==> src/design/text_console_writer_core_defines.svh <==
// Assertion macros used by the console writer datapath (tcw_dp).
`ifndef TEXT_CONSOLE_WRITER_CORE_DEFINES_SVH
`define TEXT_CONSOLE_WRITER_CORE_DEFINES_SVH

`ifndef SYNTHESIS
// Plain property, checked at every rising clock edge outside reset
`define TCW_ASSERT(lbl, clk, rstn, prop) \
  lbl: assert property (@(posedge clk) disable iff (!(rstn)) (prop)) \
    else $error("tcw: assertion failed");
// Same-cycle implication
`define TCW_ASSERT_IMP(lbl, clk, rstn, ante, cons) \
  lbl: assert property (@(posedge clk) disable iff (!(rstn)) (ante) |-> (cons)) \
    else $error("tcw: implication failed");
`else
`define TCW_ASSERT(lbl, clk, rstn, prop)
`define TCW_ASSERT_IMP(lbl, clk, rstn, ante, cons)
`endif

`endif

==> src/design/tcw_pkg.sv <==
`timescale 1ns / 1ps

package tcw_pkg;

  // Default screen geometry
  localparam int unsigned DEF_SCREEN_COLUMNS = 80;
  localparam int unsigned DEF_SCREEN_LINES   = 25;

  // Character codes that only move the cursor
  localparam logic [7:0]  CHAR_TAB = 8'd9;
  localparam logic [7:0]  CHAR_LF  = 8'd10;
  localparam logic [7:0]  CHAR_CR  = 8'd13;
  localparam int unsigned TAB_STEP = 8;

  // Operation codes carried in the mode field
  typedef enum logic [1:0] {
    MODE_PUT   = 2'd0,
    MODE_READ  = 2'd1,
    MODE_CLEAR = 2'd2,
    MODE_NOP   = 2'd3
  } tcw_mode_e;

  // Input beat
  typedef struct packed {
    logic [1:0] mode;
    logic [7:0] char_code;
    logic [4:0] read_row;
    logic [6:0] read_col;
  } tcw_in_t;

  // Output beat
  typedef struct packed {
    logic [7:0] cell_char;
    logic [7:0] cell_attr;
    logic [4:0] cursor_line;
    logic [6:0] cursor_column;
    logic       did_scroll;
  } tcw_out_t;

  // Controller to datapath commands
  typedef struct packed {
    logic init_start;  // arm the power-up blanking sweep
    logic load;        // capture the input beat
    logic commit;      // update cursor, window base, start sweeps
    logic sweep_step;  // blank one cell and advance the sweep
    logic wr_cell;     // store the character cell
    logic rd_issue;    // read one cell into the read register
    logic out_load;    // fill the output register
  } tcw_cmd_t;

  // Datapath to controller status
  typedef struct packed {
    tcw_mode_e mode;
    logic      do_scroll;
    logic      do_write;
    logic      rd_ok;
    logic      sweep_last;
    logic      out_free;
  } tcw_stat_t;

endpackage

==> src/design/tcw_ctrl.sv <==
`timescale 1ns / 1ps

module tcw_ctrl (
  input  logic               clk_i,
  input  logic               rst_ni,
  input  logic               in_valid_i,
  output logic               in_ready_o,
  input  tcw_pkg::tcw_stat_t st_i,
  output tcw_pkg::tcw_cmd_t  cmd_o
);
  import tcw_pkg::*;

  typedef enum logic [2:0] {
    S_INIT_START,
    S_INIT_SWEEP,
    S_IDLE,
    S_EXEC,
    S_SWEEP,
    S_WRITE,
    S_READ,
    S_RESP
  } state_e;

  state_e state_q, state_d;
  logic   wr_pend_q, wr_pend_d;

  // Next state and command decode
  always_comb begin
    state_d   = state_q;
    wr_pend_d = wr_pend_q;
    cmd_o     = '0;
    unique case (state_q)
      S_INIT_START: begin
        cmd_o.init_start = 1'b1;
        state_d          = S_INIT_SWEEP;
      end
      S_INIT_SWEEP: begin
        cmd_o.sweep_step = 1'b1;
        if (st_i.sweep_last) state_d = S_IDLE;
      end
      S_IDLE: begin
        if (in_valid_i) begin
          cmd_o.load = 1'b1;
          state_d    = S_EXEC;
        end
      end
      S_EXEC: begin
        cmd_o.commit = 1'b1;
        wr_pend_d    = 1'b0;
        unique case (st_i.mode)
          MODE_PUT: begin
            wr_pend_d = st_i.do_write;
            if (st_i.do_scroll) state_d = S_SWEEP;
            else if (st_i.do_write) state_d = S_WRITE;
            else state_d = S_RESP;
          end
          MODE_READ:  state_d = st_i.rd_ok ? S_READ : S_RESP;
          MODE_CLEAR: state_d = S_SWEEP;
          default:    state_d = S_RESP;
        endcase
      end
      S_SWEEP: begin
        cmd_o.sweep_step = 1'b1;
        if (st_i.sweep_last) state_d = wr_pend_q ? S_WRITE : S_RESP;
      end
      S_WRITE: begin
        cmd_o.wr_cell = 1'b1;
        state_d       = S_RESP;
      end
      S_READ: begin
        cmd_o.rd_issue = 1'b1;
        state_d        = S_RESP;
      end
      S_RESP: begin
        if (st_i.out_free) begin
          cmd_o.out_load = 1'b1;
          state_d        = S_IDLE;
        end
      end
      default: state_d = S_IDLE;
    endcase
  end

  assign in_ready_o = (state_q == S_IDLE);

  // State and registered flags
  always_ff @(posedge clk_i or negedge rst_ni) begin
    if (!rst_ni) begin
      state_q   <= S_INIT_START;
      wr_pend_q <= 1'b0;
    end else begin
      state_q   <= state_d;
      wr_pend_q <= wr_pend_d;
    end
  end

endmodule

==> config.mk <==
export PLATFORM = sky130hd
export DESIGN_NAME = tcw_ctrl
export DESIGN_NICKNAME = d
export VERILOG_FILES = /design/src/design/text_console_writer_core_defines.svh /design/src/design/tcw_pkg.sv /design/src/design/tcw_ctrl.sv
export SDC_FILE = /design/constraint.sdc
export NUM_CORES = 1
export LEC_CHECK = 0
export BUFFER_PORTS_ARGS = -buffer_cell sky130_fd_sc_hd__buf_2
export CAP_MARGIN = 20
export CORE_AREA = 2 2 39 41
export CTS_BUF_LIST = sky130_fd_sc_hd__clkbuf_2 sky130_fd_sc_hd__clkbuf_4 sky130_fd_sc_hd__clkbuf_8
export CTS_CLUSTER_SIZE = 20
export DETAILED_ROUTE_END_ITERATION = 8
export DIE_AREA = 0 0 41 43
export GPL_TIMING_DRIVEN = 0
export REMOVE_ABC_BUFFERS = 1
export SLEW_MARGIN = 10
export SYNTH_ARGS = -nofsm -noshare
export SYNTH_HDL_FRONTEND = slang
export SYNTH_SLANG_ARGS = --single-unit
==> constraint.sdc <==
create_clock -name clk_i -period 1 [get_ports clk_i]
set_input_delay 0 -clock clk_i [delete_from_list [all_inputs] [get_ports clk_i]]
set_output_delay 0 -clock clk_i [all_outputs]
set_load 0.02 [all_outputs]
==> results.md, run 1 <==
* Worst-path clk slew at 0.04 ns
* Synth Area in XOR/XNOR at 2.57%
* Largest net degree at the start of global routing at 9
* Status: complete, but fails checks
* GR Overflow Total at 0
* Placed Area at around 420 um2
* #FFs+latches synth at 4
* Power per cell area at between 3000 and 4000 mW/mm2
* WL per Instance at between 10 and 15 um
* Synth Cell Area at 340 um2
* Setup slack, reg-to-reg at -0.12 ns
* Setup ws final at -0.189 ns
* Worst-margin pin slew at 0.220 ns
* Worst slew margin at 85.3%
* Worst Reg-to-Reg Cells at 5
* Mapped Cells at 42
* Crit path from: state_q[2]
* RSZ-0062 raised after global routing: true
* Ant. Diodes at 0
* Yosys Warn Count at 0
* Final ANT Viol Nets at 0
* Setup crit end: cmd_o[6]
* Fraction of registers with async set/reset at 100%
* Worst r2r src: state_q[2]
* Via Count at about 420
* Critical Path RT at 1.00 ns
* Number of H-tree levels at 1
* Seq/Total Area, Yosys at roughly 30%
* Synth top area share at between 20 and 30%
* Nets at 87
* Total CTS buffers at 3
* Fillers at approximately 140
* Synth Area in Adders at 0%
* Minimum clock period at ~1.2 ns
* Vias in the first global route at around 370
* First-pass GRT wire length at roughly 1.4 mm
* Part of the cycle the worst path needs at 119%
* CP max FO at 6
* Netlist cell types at 23
* CP startpoint kind: register
* Min-Delay Path Class: primary input to register
* Final setup fails at 12
* Fmax at about 840 MHz
* Clk buf depth at 2
* CP Class: register to output port
* Primary FF master, synth: dfrtp_1
* Total Wirelength at between 1 and 1.5 mm
* Max-cap violations at 0
* Synth Area in Compound Gates at around a fifth
* Starting Density at 24.6%
* Failing checks: setup timing
* Static Leak at 0.322 nW
* Clk Tree Root Cell: clkbuf_4
* Die height at between 40 and 50 um
* Hold WS at between 0.04 and 0.05 ns
* DR iter-0 viols at 2
* Total track usage at between 10% and 20%
* Number of buffers added on ports at 17
* Crit. End Element: output port
* Most frequent cells in the layout: buf_6 (11), buf_4 (11), buf_2 (10)
* Multiplexer area fraction after synthesis at 0%
* Area growth, synth to finish at 96.0%
* Hold Vio Cnt, Final at 0
* Layout cells sized above 1 at a little over two thirds
* Avg Cell Area, Syn at approximately 8 um2
* Max IR drop VDD at 1.15 mV
* Pins over their slew limit at 0
* Post-synth EDFFs at 0
* R2R Path End: state_q[1]
* Worst EP arrival at 1.19 ns
* Antenna violations before repair at 0
* Finished Cell Area at between 600 and 700 um2
* Clk_lat worst skew at between 0.2 and 0.25 ns
* Horiz. Die Dim at 41 um
* Core region area at 0.00138 mm2
* Via density at 4.57
* Yosys top cell by area: dfrtp_1
* Worst Skew at around 0.0028 ns
* Largest family of logic cells by synthesized area: simple AND/OR/NAND/NOR gates
* I/O pins at 18
* Residual DRC at 0
* Drt pass-1 iters at 3
* Hpwl dp at between 500 and 600 um
* CTS Sinks at 4
* Row cnt at 14
* GPL Wtd Cong at 0.699
* CTS tree: yes
* Area contributors post-synth: dfrtp_1 (29%), a2bb2oi_2 (8.8%), nor2_1 (7.7%)
* Total die area at between 0.0015 and 0.002 mm2
* Synth Area in Simple Gates at between 30 and 40%
==> worst min-delay path by stage <==
stage          depth (start not counted)          to     from  slack, ns
6_report                               3   wr_pend_q  st_i[3]       0.04
5_1_grt                                3   wr_pend_q  st_i[3]       0.05
4_1_cts                                3   wr_pend_q  st_i[3]       0.04
3_5_place_dp                           1   wr_pend_q   rst_ni      -0.19
3_3_place_gp                           1   wr_pend_q   rst_ni      -0.19
2_1_floorplan                          0  state_q[0]   rst_ni      -0.30
==> synthesized netlist by cell type, types with 2 or more instances <==
cell type,count
nand3_1,2
nor3_1,2
and2_1,2
a2bb2oi_2,2
nand2_1,3
buf_6,2
o21ai_0,3
a21oi_1,2
nor2_1,7
dfrtp_1,4
==> critical path: stages, from the launching register on <==
cell and delay (ns):
dfrtp_2 0.44, buf_4 0.17, nor3_1 0.15, buf_2 0.19
==> cell type report <==
type	count	area, um2	area share (%)
clock buffer	3	22.5	3.38
inverter	1	3.75	0.563
multi-input combinational	34	250	37.5
sequential	4	104	15.6
tap	16	20.0	3.00
timing repair buffer	33	267	40.0
==> layer usage <==
layer / part of all wire (%) / GRT usage [%] / vias to the layer above
met5: 0 / 0 / -
met4: 1.4 / 10.0 / 0
met3: 4.7 / 3.14 / 2
met2: 53 / 17.2 / 14
met1: 40 / 15.6 / 190
li1: - / - / 210
==> where the power goes <==
part           internal (W)  switching, W  total [W]
Combinational      0.000890      0.000632    0.00152
Sequential         0.000247      0.000143   0.000391
Clock              0.000134     0.0000684   0.000203
==> timing repair <==
item / CTS / global route
hold buffers: 1 / 0
resized for setup: 20 / 17
setup endpoints to repair: 12 / 12
endpoints found under the hold margin: 4 / 0
setup buffers: 9 / 6
pin swaps: 4 / 5
==> sequential cells by signal, summed over array words and instances, names as in the netlist <==
register,flops
state_q,3
wr_pend_q,1
==> kinds of logic (layout without fill, tap and decap cells) <==
logic type	count (synthesis)	after routing
simple gates	24	24
compound gates	9	9
flops	4	4
buf+inv	4	37
xor+xnor	1	1
==> per-stage QoR <==
stage	util [%]	total power (W)	std cells	TNS [ns]	setup slack [ns]
after floorplan	-	0.000891	39	-0.590	-0.238
after global placement	30.2	0.00108	72	-0.432	-0.122
after detailed placement	30.2	0.00109	72	-0.487	-0.119
after CTS	41.0	0.00172	85	-1.42	-0.183
after global routing	48.2	0.00227	91	-2.18	-0.243
final	48.2	0.00212	91	-1.47	-0.189
Note: power is estimated with default switching activity, not from simulation.
==> run 2, diff against run 1 <==
--- a/config.mk
+++ b/config.mk
@@ -13,6 +13,7 @@
 export DETAILED_ROUTE_END_ITERATION = 8
 export DIE_AREA = 0 0 41 43
 export GPL_TIMING_DRIVEN = 0
+export RECOVER_POWER = 25
 export REMOVE_ABC_BUFFERS = 1
 export SLEW_MARGIN = 10
 export SYNTH_ARGS = -nofsm -noshare
==> results.md, run 2 (synthesis results as in run 1) <==
* Worst r2r src: state_q[2]
* Total track usage at 12.5% (unchanged)
* Number of flip-flops in the largest register at 3 (unchanged)
* DR iter-0 viols at 2 (unchanged)
* Finished Cell Area at 666 um2 (-0.19%)
* Vias in the first global route at 374 (unchanged)
* Placed Area at 418 um2 (unchanged)
* Horiz. Die Dim at 41 um (unchanged)
* Most frequent cells in the layout: buf_6 (11), buf_4 (11), buf_2 (9)
* Total die area at 0.00176 mm2 (unchanged)
* CP Class: register to output port
* Worst EP arrival at 1.19 ns (about the same)
* Fillers at 145 (+0.69%)
* Clk network pwr share at 9.6% (about the same)
* Crit. End Element: output port
* Residual DRC at 0 (unchanged)
* Worst slew margin at 85.3% (unchanged)
* Drt pass-1 iters at 3 (unchanged)
* Via Count at 416 (unchanged)
* Multi-input gate area at 250 um2 (unchanged)
* Layout cells sized above 1 at 68.0% (-1.3 points)
* Worst Reg-to-Reg Cells at 5 (unchanged)
* Area growth, synth to finish at 95.6%
* CTS Sinks at 4 (unchanged)
* Hold Vio Cnt, Final at 0 (unchanged)
* Crit path cell chain: buf_4, nor3_1, buf_2
* Dpl ws at -0.119 ns (unchanged)
* Number of buffers added on ports at 17 (unchanged)
* Core region area at 0.00138 mm2 (unchanged)
* Part of the cycle the worst path needs at 119% (about the same)
* Final ANT Viol Nets at 0 (unchanged)
* Worst path slowest cell: dfrtp_2
* First-pass GRT wire length at 1.44 mm (unchanged)
* Setup crit end: cmd_o[6]
* Antenna violations before repair at 0 (unchanged)
* R2R Path End: state_q[1]
* Hpwl dp at 540 um (unchanged)
* Worst-path clk slew at 0.04 ns (about the same)
* Cell-internal power at 0.00127 W (about the same)
* Storage element area at 104 um2 (unchanged)
* Clk Tree Root Cell: clkbuf_4
* Worst Skew at 0.00285 ns (+0.000000670 ns)
* Net Switching at 0.000843 W (about the same)
* GR Overflow Total at 0 (unchanged)
* Slowest stage delay, CP at 0.44 ns (about the same)
* Sw Share at 39.9% (about the same)
* Fmax at 841 MHz (about the same)
* Worst-margin pin slew at 0.220 ns (unchanged)
* Static Leak at 0.319 nW (-0.85%)
* GPL Wtd Cong at 0.699 (unchanged)
* Logic pwr share at 71.9% (about the same)
* Power per cell area at 3180 mW/mm2 (+0.16%)
* Die height at 43 um (unchanged)
* Clk_lat worst skew at 0.23 ns (about the same)
* I/O pins at 18 (unchanged)
* Max IR drop VDD at 1.15 mV (about the same)
* Total Wirelength at 1.01 mm (unchanged)
* Row cnt at 14 (unchanged)
* Reg with most FFs: state_q
* CP startpoint kind: register
* Total CTS buffers at 3 (unchanged)
* Crit path from: state_q[2]
* Clk buf depth at 2 (unchanged)
* Final setup fails at 12 (unchanged)
* CP max FO at 6 (unchanged)
* Critical Path RT at 1.00 ns (about the same)
* Via density at 4.57 (unchanged)
* Min-Delay Path Class: primary input to register
* Setup ws final at -0.189 ns (-0.00000600 ns)
* Number of H-tree levels at 1 (unchanged)
* Flop pwr share at 18.5% (about the same)
* Ant. Diodes at 0 (unchanged)
* Largest net degree at the start of global routing at 9 (unchanged)
* Status: complete, but fails checks
* Failing checks: setup timing
* Pins over their slew limit at 0 (unchanged)
* CTS tree: yes
* Setup slack, reg-to-reg at -0.12 ns (about the same)
* Largest registers: state_q x3, wr_pend_q x1
* Design Power at 0.00212 W (about the same)
* Nets at 87 (unchanged)
* Post-layout util at 48.1% (-0.090 points)
* Minimum clock period at 1.19 ns (+0.00000600 ns)
* Max-cap violations at 0 (unchanged)
* WL per Instance at 11.1 um (unchanged)
* Starting Density at 24.6% (unchanged)
* RSZ-0062 raised after global routing: true
run 2: layout make-up:
| class | count | area share, % |
|---|---|---|
| clock buffers | 3 | 3.38 |
| inverters | 1 | 0.564 |
| multi-input cells | 34 | 37.6 |
| flip-flops and latches | 4 | 15.6 |
| well taps | 16 | 3.01 |
| repair buffers | 33 | 39.8 |
run 2: what timing repair did:
action                                  4_1_cts  5_1_grt
hold endpoints to repair                      4        0
buffers inserted                              9        6
resized for setup                            20       17
endpoints found under the setup margin       12       12
hold buffers                                  1        0
pin swaps                                     4        5
run 2: power groups by stage:
stage	Sequential [W]	Combinational (W)	Clock, W
finish	0.000390	0.00152	0.000203
global route	0.000408	0.00163	0.000231
CTS	0.000379	0.00112	0.000214
detailed placement	0.000422	0.000672	0
global placement	0.000419	0.000663	0
floorplan	0.000376	0.000516	0
run 2: worst min-delay path by stage:
| stage | startpoint | end | slack [ns] | cells past startpoint |
|---|---|---|---|---|
| 2_1_floorplan | rst_ni | state_q[0] | -0.30 | 0 |
| 3_3_place_gp | rst_ni | wr_pend_q | -0.19 | 1 |
| 3_5_place_dp | rst_ni | wr_pend_q | -0.19 | 1 |
| 4_1_cts | st_i[3] | wr_pend_q | 0.04 | 3 |
| 5_1_grt | st_i[3] | wr_pend_q | 0.05 | 3 |
| 6_report | st_i[3] | wr_pend_q | 0.04 | 3 |
run 2: worst max-delay path: cells and delay by family, from the launching register on:
kind | cells | cell delay [ns]
and+or+nand+nor | 1 | 0.15
buffers and inverters | 2 | 0.36
DFF | 1 | 0.44
run 2: metrics by stage:
step | hold WS (ns) | std cells | setup TNS, ns
6_report | 0.0433 | 91 | -1.47
5_1_grt | 0.0459 | 91 | -2.18
2_1_floorplan | -0.296 | 39 | -0.590
4_1_cts | 0.0404 | 85 | -1.42
3_3_place_gp | -0.194 | 72 | -0.432
3_5_place_dp | -0.190 | 72 | -0.487
run 2: per-layer routing:
layer / GRT usage [%] / wire length (um) / share of wire (%)
met3: 3.14 / 47 / 4.7
met1: 15.6 / 407 / 40
met2: 17.2 / 538 / 53
met4: 10.0 / 14 / 1.4
met5: 0 / 0 / 0
==> run 3, diff against run 2 <==
--- a/config.mk
+++ b/config.mk
@@ -14,7 +14,6 @@
 export DIE_AREA = 0 0 41 43
 export GPL_TIMING_DRIVEN = 0
 export RECOVER_POWER = 25
-export REMOVE_ABC_BUFFERS = 1
 export SLEW_MARGIN = 10
 export SYNTH_ARGS = -nofsm -noshare
 export SYNTH_HDL_FRONTEND = slang
==> results.md, run 3 (synthesis results as in run 1) <==
* Vias in the first global route at 402 (+7.5%)
* GPL Wtd Cong at 0.722 (+3.4%)
* Finished Cell Area at 697 um2 (+4.7%)
* Mapped Nets at between 50 and 60
* Status: complete, but fails checks
* Total length of routed met2 wires at 583 um (+8.4%)
* Setup_tns at -1.40 ns (+0.0702 ns)
* Total CTS buffers at 3 (unchanged)
* GR Overflow Total at 0 (unchanged)
* Clk network pwr share at 8.8% (-0.8 points)
* Logic pwr share at 78.1% (+6.2 points)
* Residual DRC at 0 (unchanged)
* Power per cell area at 3130 mW/mm2 (-1.5%)
* Max IR drop VDD at 1.17 mV (+1.9%)
* Min-Delay Path Class: primary input to register
* Setup ws final at -0.213 ns (-0.0237 ns)
* I/O pins at 18 (unchanged)
* Reg with most FFs: state_q
* Largest registers: state_q x3, wr_pend_q x1
* Total Wirelength at 1.05 mm (+4.0%)
* Most frequent cells in the layout: buf_6 (12), buf_4 (10), buf_2 (9)
* Via density at 4.47 (-2.2%)
* Met1 Wirelength at 401 um (-1.5%)
* Number of buffers added on ports at 17 (unchanged)
* Die height at 43 um (unchanged)
* Crit. End Element: output port
* Worst slew margin at 84.3% (-0.97 points)
* Commonest non-fill, non-tap cell in the layout: buf_6
* Worst-path clk slew at 0.04 ns (about the same)
* Clk_lat worst skew at 0.23 ns (about the same)
* Max-cap violations at 0 (unchanged)
* Dpl cells at 75 (+4.2%)
* Number of flip-flops in the largest register at 3 (unchanged)
* Total die area at 0.00176 mm2 (unchanged)
* Layout cells sized above 1 at 68.0% (unchanged)
* Setup slack, reg-to-reg at -0.07 ns (+0.05 ns)
* Part of the cycle the worst path needs at 121% (+2.4 points)
* Area growth, synth to finish at 105%
* RSZ-0062 raised after global routing: true
* Clk buf depth at 2 (unchanged)
* Horiz. Die Dim at 41 um (unchanged)
* Design Power at 0.00218 W (+3.2%)
* Drt pass-1 iters at 3 (unchanged)
* Worst Skew at 0.00194 ns (-0.000908 ns)
* Top Metal Used: met4
* Worst EP arrival at 1.21 ns (+0.02 ns)
* Largest net degree at the start of global routing at 9 (unchanged)
* Finished Layout Cells at 91 (unchanged)
* Critical Path RT at 1.00 ns (about the same)
* Pins over their slew limit at 0 (unchanged)
* CTS Sinks at 4 (unchanged)
* Hpwl dp at 598 um (+11%)
* Via Count at 407 (-2.2%)
* Placed Area at 472 um2 (+13%)
* Ant. Diodes at 0 (unchanged)
* Met3 WL post-DR at 49 um (+4.3%)
* Final setup fails at 11 (-1)
* Antenna violations before repair at 0 (unchanged)
* Row cnt at 14 (unchanged)
* Total track usage at 14.6% (+2.1 points)
* Sw Share at 41.2% (+1.3 points)
* Nets at 87 (unchanged)
* Worst-margin pin slew at 0.235 ns (+0.0155 ns)
* CP Class: register to output port
* Hold Vio Cnt, Final at 0 (unchanged)
* Starting Density at 24.6% (unchanged)
* Core region area at 0.00138 mm2 (unchanged)
* Number of H-tree levels at 1 (unchanged)
* Net Switching at 0.000899 W (+6.6%)
* CP startpoint kind: register
* Clk Tree Root Cell: clkbuf_4
* DR iter-0 viols at 1 (-1)
* Fmax at 825 MHz (-2.0%)
* Static Leak at 0.329 nW (+2.9%)
* WL per Instance at 11.5 um (+4.0%)
* CTS tree: yes
* First-pass GRT wire length at 1.68 mm (+17%)
* Flop pwr share at 13.1% (-5.4 points)
* Final ANT Viol Nets at 0 (unchanged)
* Cell-internal power at 0.00128 W (+0.87%)
* CP max FO at 6 (unchanged)
* Failing checks: setup timing
* Minimum clock period at 1.21 ns (+0.0237 ns)
[run 3: cell counts in the layout (fill, tap and decap cells not counted)]
Identical to the previous run, type by type.
[run 3: worst max-delay path: stages, from the launching register on]
cell and delay [ns]:
dfrtp_1 0.37, buf_6 0.13, nand2b_4 0.15, nor2_4 0.08, and2_4 0.14, buf_6 0.11
[run 3: routing by layer]
metal,GRT usage (%),vias up
met5,0,-
met4,8.00,0
met3,4.71,2
met2,23.4,16
met1,16.0,179
li1,-,210
[run 3: repair_timing]
action / CTS / global route
setup buffers: 9 / 3
hold buffers: 1 / 0
resized for setup: 21 / 13
hold endpoints to repair: 4 / 0
endpoints found under the setup margin: 9 / 12
pin swaps: 5 / 6
[run 3: path summary, 6_finish.rpt]
path	from	to	depth (start not counted)
worst max-delay path	state_q[2]	cmd_o[5]	5
max in group asynchronous	rst_ni	state_q[1]	2
worst max register to register	state_q[2]	state_q[2]	7
worst min-delay path	st_i[3]	wr_pend_q	3
worst min register to register	wr_pend_q	wr_pend_q	2
min in group asynchronous	rst_ni	state_q[0]	2
[run 3: area by class of cell]
| class | count | area (um2) |
|---|---|---|
| clock buffer | 3 | 22.5 |
| tap | 16 | 20.0 |
| fill | 135 | 687 |
| sequential | 4 | 100 |
| timing repair buffer | 30 | 235 |
| inverter | 1 | 3.75 |
| multi-input combinational | 34 | 282 |
| buffer | 3 | 33.8 |
[run 3: power by group through the flow]
stage | registers (W) | clock network (W) | logic [W]
floorplan | 0.000285 | 0 | 0.000801
global placement | 0.000297 | 0 | 0.000998
detailed placement | 0.000298 | 0 | 0.00100
CTS | 0.000285 | 0.000203 | 0.00145
global route | 0.000299 | 0.000208 | 0.00184
finish | 0.000285 | 0.000193 | 0.00170
[run 3: stage by stage]
stage	utilization [%]	hold WS, ns	setup slack (ns)
finish	50.4	0.0469	-0.213
global route	50.4	0.0724	-0.283
CTS	45.7	0.0459	-0.216
detailed placement	34.1	-0.190	-0.0506
global placement	34.1	-0.193	-0.0414
floorplan	-	-0.296	-0.0112
